File: config.mk
export PLATFORM = sky130hd
export DESIGN_NAME = hsv_to_rgb_converter_unit
export DESIGN_NICKNAME = d
export VERILOG_FILES = /design/src/rtl/hsv2rgb_pkg.sv /design/src/rtl/hsv2rgb_prep.sv /design/src/rtl/hsv2rgb_scale.sv /design/src/rtl/hsv_to_rgb_converter_unit.sv
export SDC_FILE = /design/constraint.sdc
export NUM_CORES = 2
export LEC_CHECK = 0
export ABC_AREA = 0
export BUFFER_PORTS_ARGS = -buffer_cell sky130_fd_sc_hd__buf_2
export CAP_MARGIN = 30
export CORE_MARGIN = 4
export CORE_UTILIZATION = 65
export CTS_CLUSTER_DIAMETER = 30
export DETAILED_ROUTE_END_ITERATION = 12
export PLACE_DENSITY = 0.86
export REMOVE_ABC_BUFFERS = 1
export SLEW_MARGIN = 10
export SYNTH_ARGS = -nofsm -noshare
export SYNTH_HDL_FRONTEND = slang
export SYNTH_SLANG_ARGS = --single-unit
File: constraint.sdc
create_clock -name clk -period 8.8 [get_ports clk]
set_input_delay 1.32 -clock clk [delete_from_list [all_inputs] [get_ports clk]]
set_output_delay 1.32 -clock clk [all_outputs]
set_load 0.05 [all_outputs]
File: src/rtl/hsv2rgb_pkg.sv
package hsv2rgb_pkg;

  // Field widths
  localparam int unsigned HUE_W  = 9;
  localparam int unsigned PCT_W  = 7;
  localparam int unsigned CH_W   = 8;
  localparam int unsigned DEG_W  = 6;   // hue offset inside a sector, 0..59
  localparam int unsigned LVL_W  = 15;  // brightness*255, 0..25500
  localparam int unsigned COEF_W = 13;  // sector coefficients, 0..6000
  localparam int unsigned PROD_W = LVL_W + COEF_W;

  // Range limits and fixed coefficients
  localparam logic [HUE_W-1:0]  HUE_MAX  = 9'd360;
  localparam logic [PCT_W-1:0]  PCT_MAX  = 7'd100;
  localparam logic [COEF_W-1:0] COEF_TOP = 13'd6000;

  // Hue sector; hue of exactly 360 is folded into SEC_5 with zero offset
  typedef enum logic [2:0] {
    SEC_0,
    SEC_1,
    SEC_2,
    SEC_3,
    SEC_4,
    SEC_5
  } sector_t;

  // Per-stage load enables handed to a datapath module (two stages each)
  typedef struct packed {
    logic first;
    logic second;
  } stage_en_t;

  // Stage 2 result: sector, level and the three variable coefficients (top is fixed)
  typedef struct packed {
    sector_t            sector;
    logic [LVL_W-1:0]   lvl;
    logic [COEF_W-1:0]  k_bot;
    logic [COEF_W-1:0]  k_up;
    logic [COEF_W-1:0]  k_dn;
  } coef_t;

  // Stage 4 result: the four candidate channel values
  typedef struct packed {
    sector_t          sector;
    logic [CH_W-1:0]  q_top;
    logic [CH_W-1:0]  q_bot;
    logic [CH_W-1:0]  q_up;
    logic [CH_W-1:0]  q_dn;
  } level_t;

endpackage

File: src/rtl/hsv2rgb_prep.sv
// Stages 1 and 2: clamp, sector split, level and coefficient setup.
// All channel values are lvl*k/600000 with lvl = v*255:
//   top k = 6000, bottom k = 60*(100-s), up k = bottom + s*d, down k = 6000 - s*d
module hsv2rgb_prep (
  input  logic                                clk,
  input  hsv2rgb_pkg::stage_en_t              en,
  input  logic [hsv2rgb_pkg::HUE_W-1:0]       hue,
  input  logic [hsv2rgb_pkg::PCT_W-1:0]       saturation,
  input  logic [hsv2rgb_pkg::PCT_W-1:0]       brightness,
  output hsv2rgb_pkg::coef_t                  coef
);

  localparam int unsigned COEF_W = hsv2rgb_pkg::COEF_W;

  logic [hsv2rgb_pkg::HUE_W-1:0]  h_c;
  logic [hsv2rgb_pkg::PCT_W-1:0]  s_c;
  logic [hsv2rgb_pkg::PCT_W-1:0]  v_c;
  logic [hsv2rgb_pkg::HUE_W-1:0]  h_off;
  hsv2rgb_pkg::sector_t           sec_nxt;
  logic [hsv2rgb_pkg::LVL_W-1:0]  lvl_nxt;

  hsv2rgb_pkg::sector_t           sec1_r;
  logic [hsv2rgb_pkg::DEG_W-1:0]  deg1_r;
  logic [hsv2rgb_pkg::PCT_W-1:0]  sat1_r;
  logic [hsv2rgb_pkg::LVL_W-1:0]  lvl1_r;

  logic [hsv2rgb_pkg::COEF_W-1:0] s60;
  logic [hsv2rgb_pkg::COEF_W-1:0] sd;
  hsv2rgb_pkg::coef_t             coef_nxt;
  hsv2rgb_pkg::coef_t             coef_r;

  // Stage 1: clamp and split hue into sector and offset
  always_comb begin
    h_c = (hue > hsv2rgb_pkg::HUE_MAX) ? hsv2rgb_pkg::HUE_MAX : hue;
    s_c = (saturation > hsv2rgb_pkg::PCT_MAX) ? hsv2rgb_pkg::PCT_MAX : saturation;
    v_c = (brightness > hsv2rgb_pkg::PCT_MAX) ? hsv2rgb_pkg::PCT_MAX : brightness;
    if (h_c == hsv2rgb_pkg::HUE_MAX) begin
      sec_nxt = hsv2rgb_pkg::SEC_5;
      h_off   = '0;
    end else if (h_c >= 9'd300) begin
      sec_nxt = hsv2rgb_pkg::SEC_5;
      h_off   = h_c - 9'd300;
    end else if (h_c >= 9'd240) begin
      sec_nxt = hsv2rgb_pkg::SEC_4;
      h_off   = h_c - 9'd240;
    end else if (h_c >= 9'd180) begin
      sec_nxt = hsv2rgb_pkg::SEC_3;
      h_off   = h_c - 9'd180;
    end else if (h_c >= 9'd120) begin
      sec_nxt = hsv2rgb_pkg::SEC_2;
      h_off   = h_c - 9'd120;
    end else if (h_c >= 9'd60) begin
      sec_nxt = hsv2rgb_pkg::SEC_1;
      h_off   = h_c - 9'd60;
    end else begin
      sec_nxt = hsv2rgb_pkg::SEC_0;
      h_off   = h_c;
    end
    // v*255 = v*256 - v
    lvl_nxt = {v_c, 8'd0} - {8'd0, v_c};
  end

  always_ff @(posedge clk) begin
    if (en.first) begin
      sec1_r <= sec_nxt;
      deg1_r <= h_off[hsv2rgb_pkg::DEG_W-1:0];
      sat1_r <= s_c;
      lvl1_r <= lvl_nxt;
    end
  end

  // Stage 2: sector coefficients
  always_comb begin
    s60 = {sat1_r, 6'd0} - {4'd0, sat1_r, 2'd0};
    sd  = COEF_W'(sat1_r) * COEF_W'(deg1_r);
    coef_nxt.sector = sec1_r;
    coef_nxt.lvl    = lvl1_r;
    coef_nxt.k_bot  = hsv2rgb_pkg::COEF_TOP - s60;
    coef_nxt.k_up   = hsv2rgb_pkg::COEF_TOP - s60 + sd;
    coef_nxt.k_dn   = hsv2rgb_pkg::COEF_TOP - sd;
  end

  always_ff @(posedge clk) begin
    if (en.second) begin
      coef_r <= coef_nxt;
    end
  end

  assign coef = coef_r;

endmodule

File: src/rtl/hsv2rgb_scale.sv
// Stages 3 and 4: lvl*k products, then divide each by 600000.
// n/600000 = (n>>6)/9375; the divide by 9375 is a reciprocal multiply
// exact for every 22-bit dividend (M = ceil(2^36/9375)).
module hsv2rgb_scale (
  input  logic                    clk,
  input  hsv2rgb_pkg::stage_en_t  en,
  input  hsv2rgb_pkg::coef_t      coef,
  output hsv2rgb_pkg::level_t     level
);

  localparam int unsigned PROD_W  = hsv2rgb_pkg::PROD_W;
  localparam int unsigned CH_W    = hsv2rgb_pkg::CH_W;
  localparam int unsigned DIV_W   = PROD_W - 6;
  localparam int unsigned RECIP_W = 23;
  localparam int unsigned RECIP_SH = 36;
  localparam logic [RECIP_W-1:0] RECIP_M = 23'd7330078;

  function automatic logic [CH_W-1:0] div_600k(input logic [PROD_W-1:0] n);
    logic [DIV_W+RECIP_W-1:0] p;
    p = (DIV_W+RECIP_W)'(n[PROD_W-1:6]) * (DIV_W+RECIP_W)'(RECIP_M);
    return p[RECIP_SH+CH_W-1:RECIP_SH];
  endfunction

  hsv2rgb_pkg::sector_t  sec3_r;
  logic [PROD_W-1:0]     p_top_r;
  logic [PROD_W-1:0]     p_bot_r;
  logic [PROD_W-1:0]     p_up_r;
  logic [PROD_W-1:0]     p_dn_r;
  hsv2rgb_pkg::level_t   level_nxt;
  hsv2rgb_pkg::level_t   level_r;

  // Stage 3: four parallel products
  always_ff @(posedge clk) begin
    if (en.first) begin
      sec3_r  <= coef.sector;
      p_top_r <= PROD_W'(coef.lvl) * PROD_W'(hsv2rgb_pkg::COEF_TOP);
      p_bot_r <= PROD_W'(coef.lvl) * PROD_W'(coef.k_bot);
      p_up_r  <= PROD_W'(coef.lvl) * PROD_W'(coef.k_up);
      p_dn_r  <= PROD_W'(coef.lvl) * PROD_W'(coef.k_dn);
    end
  end

  // Stage 4: truncating divide of each product
  always_comb begin
    level_nxt.sector = sec3_r;
    level_nxt.q_top  = div_600k(p_top_r);
    level_nxt.q_bot  = div_600k(p_bot_r);
    level_nxt.q_up   = div_600k(p_up_r);
    level_nxt.q_dn   = div_600k(p_dn_r);
  end

  always_ff @(posedge clk) begin
    if (en.second) begin
      level_r <= level_nxt;
    end
  end

  assign level = level_r;

endmodule

File: src/rtl/hsv_to_rgb_converter_unit.sv
// Channel  Dir  Beat fields (tdata, low bit up)
// in_      in   hue[8:0], saturation[15:9], brightness[22:16], zero[23]
// out_     out  red[7:0], green[15:8], blue[23:16]
//
// One color per clock sustained while the output is not stalled; input beats pass
// through clamp/sector, coefficients, products, divide and select to the output register.
// Each stage holds a valid bit and loads when it is empty or its successor
// moves, so bubbles close up under an output stall and nothing is dropped.
// Synchronous active-low reset clears the valid bits only.
module hsv_to_rgb_converter_unit (
  input  logic        clk,
  input  logic        rst_n,
  input  logic        in_tvalid,
  output logic        in_tready,
  input  logic [23:0] in_tdata,   // hue[8:0], saturation[15:9], brightness[22:16]
  output logic        out_tvalid,
  input  logic        out_tready,
  output logic [23:0] out_tdata   // red[7:0], green[15:8], blue[23:16]
);

  logic vld1_r, vld2_r, vld3_r, vld4_r, out_valid_r;
  logic ld1, ld2, ld3, ld4, ld_out;

  hsv2rgb_pkg::stage_en_t prep_en;
  hsv2rgb_pkg::stage_en_t scale_en;
  hsv2rgb_pkg::coef_t     coef;
  hsv2rgb_pkg::level_t    level;

  logic [hsv2rgb_pkg::CH_W-1:0] red_nxt, green_nxt, blue_nxt;
  logic [23:0]                  out_data_r;

  // Stage load enables, back to front
  always_comb begin
    ld_out = !out_valid_r || out_tready;
    ld4    = !vld4_r || ld_out;
    ld3    = !vld3_r || ld4;
    ld2    = !vld2_r || ld3;
    ld1    = !vld1_r || ld2;
    prep_en.first   = ld1;
    prep_en.second  = ld2;
    scale_en.first  = ld3;
    scale_en.second = ld4;
  end

  assign in_tready = ld1;

  // Valid bits travel with the data
  always_ff @(posedge clk) begin
    if (!rst_n) begin
      vld1_r      <= 1'b0;
      vld2_r      <= 1'b0;
      vld3_r      <= 1'b0;
      vld4_r      <= 1'b0;
      out_valid_r <= 1'b0;
    end else begin
      if (ld1)    vld1_r      <= in_tvalid;
      if (ld2)    vld2_r      <= vld1_r;
      if (ld3)    vld3_r      <= vld2_r;
      if (ld4)    vld4_r      <= vld3_r;
      if (ld_out) out_valid_r <= vld4_r;
    end
  end

  hsv2rgb_prep u_prep (
    .clk        (clk),
    .en         (prep_en),
    .hue        (in_tdata[8:0]),
    .saturation (in_tdata[15:9]),
    .brightness (in_tdata[22:16]),
    .coef       (coef)
  );

  hsv2rgb_scale u_scale (
    .clk   (clk),
    .en    (scale_en),
    .coef  (coef),
    .level (level)
  );

  // Stage 5: route levels to channels by sector
  always_comb begin
    case (level.sector)
      hsv2rgb_pkg::SEC_0: begin
        red_nxt = level.q_top; green_nxt = level.q_up;  blue_nxt = level.q_bot;
      end
      hsv2rgb_pkg::SEC_1: begin
        red_nxt = level.q_dn;  green_nxt = level.q_top; blue_nxt = level.q_bot;
      end
      hsv2rgb_pkg::SEC_2: begin
        red_nxt = level.q_bot; green_nxt = level.q_top; blue_nxt = level.q_up;
      end
      hsv2rgb_pkg::SEC_3: begin
        red_nxt = level.q_bot; green_nxt = level.q_dn;  blue_nxt = level.q_top;
      end
      hsv2rgb_pkg::SEC_4: begin
        red_nxt = level.q_up;  green_nxt = level.q_bot; blue_nxt = level.q_top;
      end
      default: begin
        red_nxt = level.q_top; green_nxt = level.q_bot; blue_nxt = level.q_dn;
      end
    endcase
  end

  always_ff @(posedge clk) begin
    if (ld_out) begin
      out_data_r <= {blue_nxt, green_nxt, red_nxt};
    end
  end

  assign out_tvalid = out_valid_r;
  assign out_tdata  = out_data_r;

`ifndef SYNTH
  // accepted beat lands in stage 1
  a_enter: assert property (@(posedge clk) disable iff (!rst_n)
    in_tvalid && in_tready |=> vld1_r)
    else $error("accepted beat missing from stage 1");

  // last stage holds its item while the output register is blocked
  a_hold4: assert property (@(posedge clk) disable iff (!rst_n)
    vld4_r && !ld_out |=> vld4_r && $stable(level))
    else $error("stage 4 item lost under stall");

  // after a taken result, the output valid bit matches what stage 4 offered
  a_refill: assert property (@(posedge clk) disable iff (!rst_n)
    out_valid_r && out_tready |=> out_valid_r == $past(vld4_r))
    else $error("output refill mismatch");

  // empty output register never back-pressures the input
  a_ready: assert property (@(posedge clk) disable iff (!rst_n)
    !out_valid_r |-> in_tready)
    else $error("input stalled with empty output");
`endif

endmodule
Word level (Yosys, flattened, before mapping) --
Cells that the tools add are included.
Storage, ports and cells: bits in registers 263, input bits 28, logic and storage cells 89
Operators by class: $add $sub $neg 10, multipliers 9, order comparisons 8, eq/ne operators 5, multiplexer cells 14, reduce and logical (&&, ||, !) cells 17
Operator list (count):
- multiplier 22 x 22 -> 43 bit (second input constant) | 4
- multiplier 15 x 13 -> 28 bit | 3
- one-hot mux 8 bit (3 select lines) | 3
- two-way mux 6 bit | 5
- subtractor 6 bit (second input constant) | 5
- subtractor 13 bit (first input constant) | 2
- multiplier 15 x 9 -> 24 bit (second input constant) | 1
- >= comparator 9 x 8 -> 1 bit (second input constant) | 2
- subtractor 15 x 7 -> 15 bit | 1
- > comparator 7 bit (second input constant) | 2
- adder 13 bit | 1
- multiplier 7 x 6 -> 13 bit | 1
- subtractor 13 x 9 -> 13 bit | 1
- OR reduction 2 bit | 5
- == test 9 bit (second input constant) | 1
- >= comparator 9 x 6 -> 1 bit (second input constant) | 1
- >= comparator 9 x 7 -> 1 bit (second input constant) | 1
- >= comparator 9 bit (second input constant) | 1
- > comparator 9 bit (second input constant) | 1
- two-way mux 9 bit | 1
- two-way mux 7 bit | 1
- == test 3 x 2 -> 1 bit (second input constant) | 2
- two-way mux 3 bit | 2
- logical NOT 1 bit | 5
- other kinds (6) | 11

Depth between registers and ports, before layout --
depth after elaboration 8, mapped depth 23, depth with buffers taken out 23

By module --
A second synthesis with hierarchy kept.
Second synthesis, totals: cell total of the unflattened synthesis 6180, area, all modules 63577.2 um^2
Modules (own cells, without submodules):
- hsv2rgb_scale | times used 1, cells an instance 5469, area an instance 55982.4 um^2
- hsv2rgb_prep | times used 1, cells an instance 532, area an instance 5760.5 um^2
- hsv_to_rgb_converter_unit | times used 1, cells an instance 179, area an instance 1834.3 um^2

Worst setup path after synthesis --
No wires, ideal clock.
path kind flip-flop to flip-flop, from reg u_scale.p_top_r[15], to reg u_scale.level_r (netlist bit u_scale.level[30]), data pin, setup time 0.195 ns, arrival time 6.422 ns, data required time 8.605 ns, path slack 2.183 ns, stages on the path, launching flop included 22, period minus slack after synthesis 6.617 ns, path through edfxtp_1 inv_1 fa_1 inv_1 fa_1 fa_1 fa_1 fa_1 fa_1 inv_1 fa_1 inv_1 ha_1 nand3_1 or2_2 nor4_1 o211ai_1 a41oi_1 o21ai_2 a21boi_0 nor2_1 o311ai_0
RTL lines:
- start: declaration | line hsv2rgb_scale.sv:25 | logic [PROD_W-1:0] p_top_r;
- start signal: assignment | line hsv2rgb_scale.sv:36 | p_top_r <= PROD_W'(coef.lvl) * PROD_W'(hsv2rgb_pkg::COEF_TOP);
- end signal: assignment | line hsv2rgb_scale.sv:54 | level_r <= level_nxt;
- end: declaration | line hsv2rgb_scale.sv:30 | hsv2rgb_pkg::level_t level_r;

==> key figures <==
Die
  – Core Footprint: 0.0952 mm^2
  – Die outline area: 0.101 mm^2
  – Row cnt: around 110
  – Top Ports: 54
  – Die Y: between 300 and 400 um
  – Initial Util: 65.6%
  – Die X: around 320 um

Clock tree
  – Post-CTS Resized: 0
  – Post-CTS setup buffer count: 0
  – Hold_buf cts: 0
  – CTS Buf Count: between 40 and 50
  – Clock Tree Buf Depth: 3
  – CTS root buf: clkbuf_16
  – Clock latency on the worst-skew pair: 0.61 ns
  – CTS tree: built
  – Clk pin slew, worst setup/hold paths: 0.05 ns
  – Clk sinks: 240
  – H-tree levels: 2

Timing
  – Final TNS setup: 0 ns
  – Endpoints failing setup: 0
  – RSZ-0062 raised after global routing: false
  – Final period utilization: 86.4%
  – Max_slew headroom: 39.0%
  – Min Tclk post-route: 7.61 ns
  – Final hold vios: 0
  – Slew Limit Fails: 0
  – Fin Clk Skew: between 0.04 and 0.05 ns
  – Max Freq: 131 MHz
  – Actual slew at the worst max-slew pin: 0.912 ns

Placement
  – DP Wirelength: 123000 um
  – Port bufs: between 50 and 60
  – Placer Congestion: about 0.95

Worst setup path
  – CP Launch Type: flip-flop
  – CP Capture Type: flip-flop
  – Critical path type: flip-flop to flip-flop
  – CP Data Required Time: 9.12 ns
  – Worst path arrival time: 7.92 ns
  – CP Max Fanout: 7

GRT
  – Tot GR Track Use: 29.8%
  – Largest net degree at the start of global routing: 60
  – Vias in the first global route: 47274
  – Grt total ovfl: 0
  – Initial antenna violation count: 2
  – Global-route wire length before repair: 242000 um

Layout
  – Ant diodes: 0
  – Filler cell count: 6537
  – Layout cells sized above 1: 3.22%
  – Net count, final: roughly 8400
  – Layout area overhead: 5.11%

Route
  – Vias: around 42000
  – Wire length per cell: slightly below 20 um
  – Post-DRT Antenna Nets: 0
  – Drt first-iter violations: 3269
  – Drt first pass iters: 5
  – Routed vias/inst: 5.76
  – Detailed-route wire length: 145000 um
  – Drt drc: 0

Synth
  – Unique masters post-synth: 71
  – Post-synth ARST share: 0%
  – Post-Syn Area: 0.0624 mm^2
  – Mean Syn Cell Area: 10.3 um^2
  – Yosys reg bits: 240
  – Syn Inst Count: 6036
  – EDFF count, synth: 235
  – Sequential share of the synthesized area: a little under an eighth
  – Ys flop type: edfxtp_1
  – Synth warn: 0

Min path
  – Hold Path Class: flip-flop to flip-flop

Run status
  – Run status: complete, no violations

Flow run
  – Total of max-cap violations: 0
==> critical path, stage by stage, from the launching register on <==
cell and delay [ns]:
edfxtp_1 0.60, inv_1 0.12, fa_1 0.59, inv_1 0.09
fa_1 0.47, fa_1 0.48, fa_1 0.57, fa_1 0.45
fa_1 0.43, fa_1 0.48, ha_1 0.31, a211o_1 0.33
a211oi_1 0.36, o311a_1 0.29, a2111oi_0 0.12, buf_1 0.20
o41a_1 0.39, a41o_1 0.30, o41a_1 0.33, xnor2_1 0.42
==> synth_stat cells (all sizes together), types with 9 or more instances <==
cell type	count	share of area [%]
a21boi	10	0.12
o21bai	19	0.23
edfxtp	235	11
o31ai	10	0.12
a31oi	15	0.15
a21oi	138	1.1
o21ai	105	0.85
and2	224	2.2
nor2	141	0.85
inv	1595	9.6
nand2b	13	0.13
a211oi	29	0.35
nor3	46	0.37
nand4	36	0.36
nand2	457	2.7
mux2i	26	0.42
xnor2	122	1.7
xor2	39	0.55
nand3	34	0.27
nor2b	38	0.38
or3	11	0.11
clkbuf	119	0.72
o21a	36	0.43
mux2	13	0.23
and3	13	0.14
a21o	97	1.2
o211ai	9	0.11
fa	1294	42
ha	998	20
==> logic make-up (layout without fill, tap and decap cells) <==
kind of cell             after synthesis  count (layout)  share of synthesized area, %
AO/OA/AOI/OAI                        545             545                          5.78
XOR/XNOR                             161             161                          2.26
adder cells (fa/ha/maj)             2292            2292                          61.5
buffers and inverters               1718            1764                          10.3
flip-flops                           240             240                          11.5
multiplexers                          39              39                         0.652
AND/OR/NAND/NOR                     1041            1041                          7.95
==> metal layers <==
layer | GRT usage (%) | share of wire [%]
met4 | 9.83 | 3.7
met5 | 0 | 0.012
met1 | 39.7 | 40
met3 | 5.31 | 8.2
met2 | 49.8 | 48
==> worst paths after layout <==
| check | startpoint | endpoint | slack [ns] | depth (start not counted) |
|---|---|---|---|---|
| setup / recovery | u_scale.p_bot_r[9] | u_scale.level[23] | 1.19 | 19 |
| hold / removal | u_prep.lvl1_r[2] | u_prep.coef[41] | 0.41 | 0 |
| setup reg to reg | u_scale.p_bot_r[9] | u_scale.level[23] | 1.19 | 19 |
| hold reg to reg | u_prep.lvl1_r[2] | u_prep.coef[41] | 0.41 | 0 |
==> final cells by class <==
type                            count  area, um^2  share of cell area [%]
Inverter                         1595        5990                    9.13
Multi-Input combinational cell   4078       48800                    74.4
Sequential cell                   240        7160                    10.9
Clock inverter                     37         389                   0.593
Clock buffer                       50        1190                    1.81
Tap cell                         1265        1580                    2.41
Timing Repair Buffer               82         489                   0.746
==> stage by stage <==
step,hold WS [ns],instances,setup WS [ns],utilization (%),area [um^2]
after floorplan,0.400,5913,2.18,-,61900
after global placement,0.401,7257,1.39,67.2,64000
after detailed placement,0.405,7258,1.30,67.2,64000
after CTS,0.416,7345,1.25,68.9,65600
after global routing,0.421,7347,0.807,68.9,65600
final,0.415,7347,1.19,68.9,65600
==> sequential cells by signal, summed over array words and instances (netlist names) <==
register,count
u_prep.coef,54
u_scale.level,35
out_tdata,24
u_scale.p_bot_r,22
u_scale.p_dn_r,22
u_scale.p_top_r,22
u_scale.p_up_r,22
u_prep.lvl1_r,15
u_prep.sat1_r,7
u_prep.deg1_r,6
u_prep.sec1_r,3
u_scale.sec3_r,3
out_tvalid,1
vld1_r,1
vld2_r,1
vld3_r,1
vld4_r,1
==> cells in the final DEF (no fill, tap or decap), types with 10 or more instances in the layout <==
master,Yosys,layout
a211oi_1,29,29
a21boi_0,10,10
a21o_1,97,97
a21oi_1,137,137
a31oi_1,15,15
and2_1,224,224
and3_1,12,12
buf_2,0,52
buf_4,0,28
clkbuf_16,0,47
edfxtp_1,235,235
fa_1,1294,1294
ha_1,998,998
inv_1,1595,1594
inv_6,0,10
mux2_2,13,13
mux2i_1,26,26
nand2_1,457,455
nand2b_1,13,13
nand3_1,34,33
nand4_1,36,36
nor2_1,141,141
nor2b_1,38,38
nor3_1,46,46
o21a_1,36,36
o21ai_0,103,103
o21bai_1,19,19
o31ai_1,10,10
or3_1,11,11
xnor2_1,122,122
xor2_1,39,39
Power is left out: the tool's default activity adds up to more than one toggle a clock period on the data nets, which glitch-free logic cannot reach.
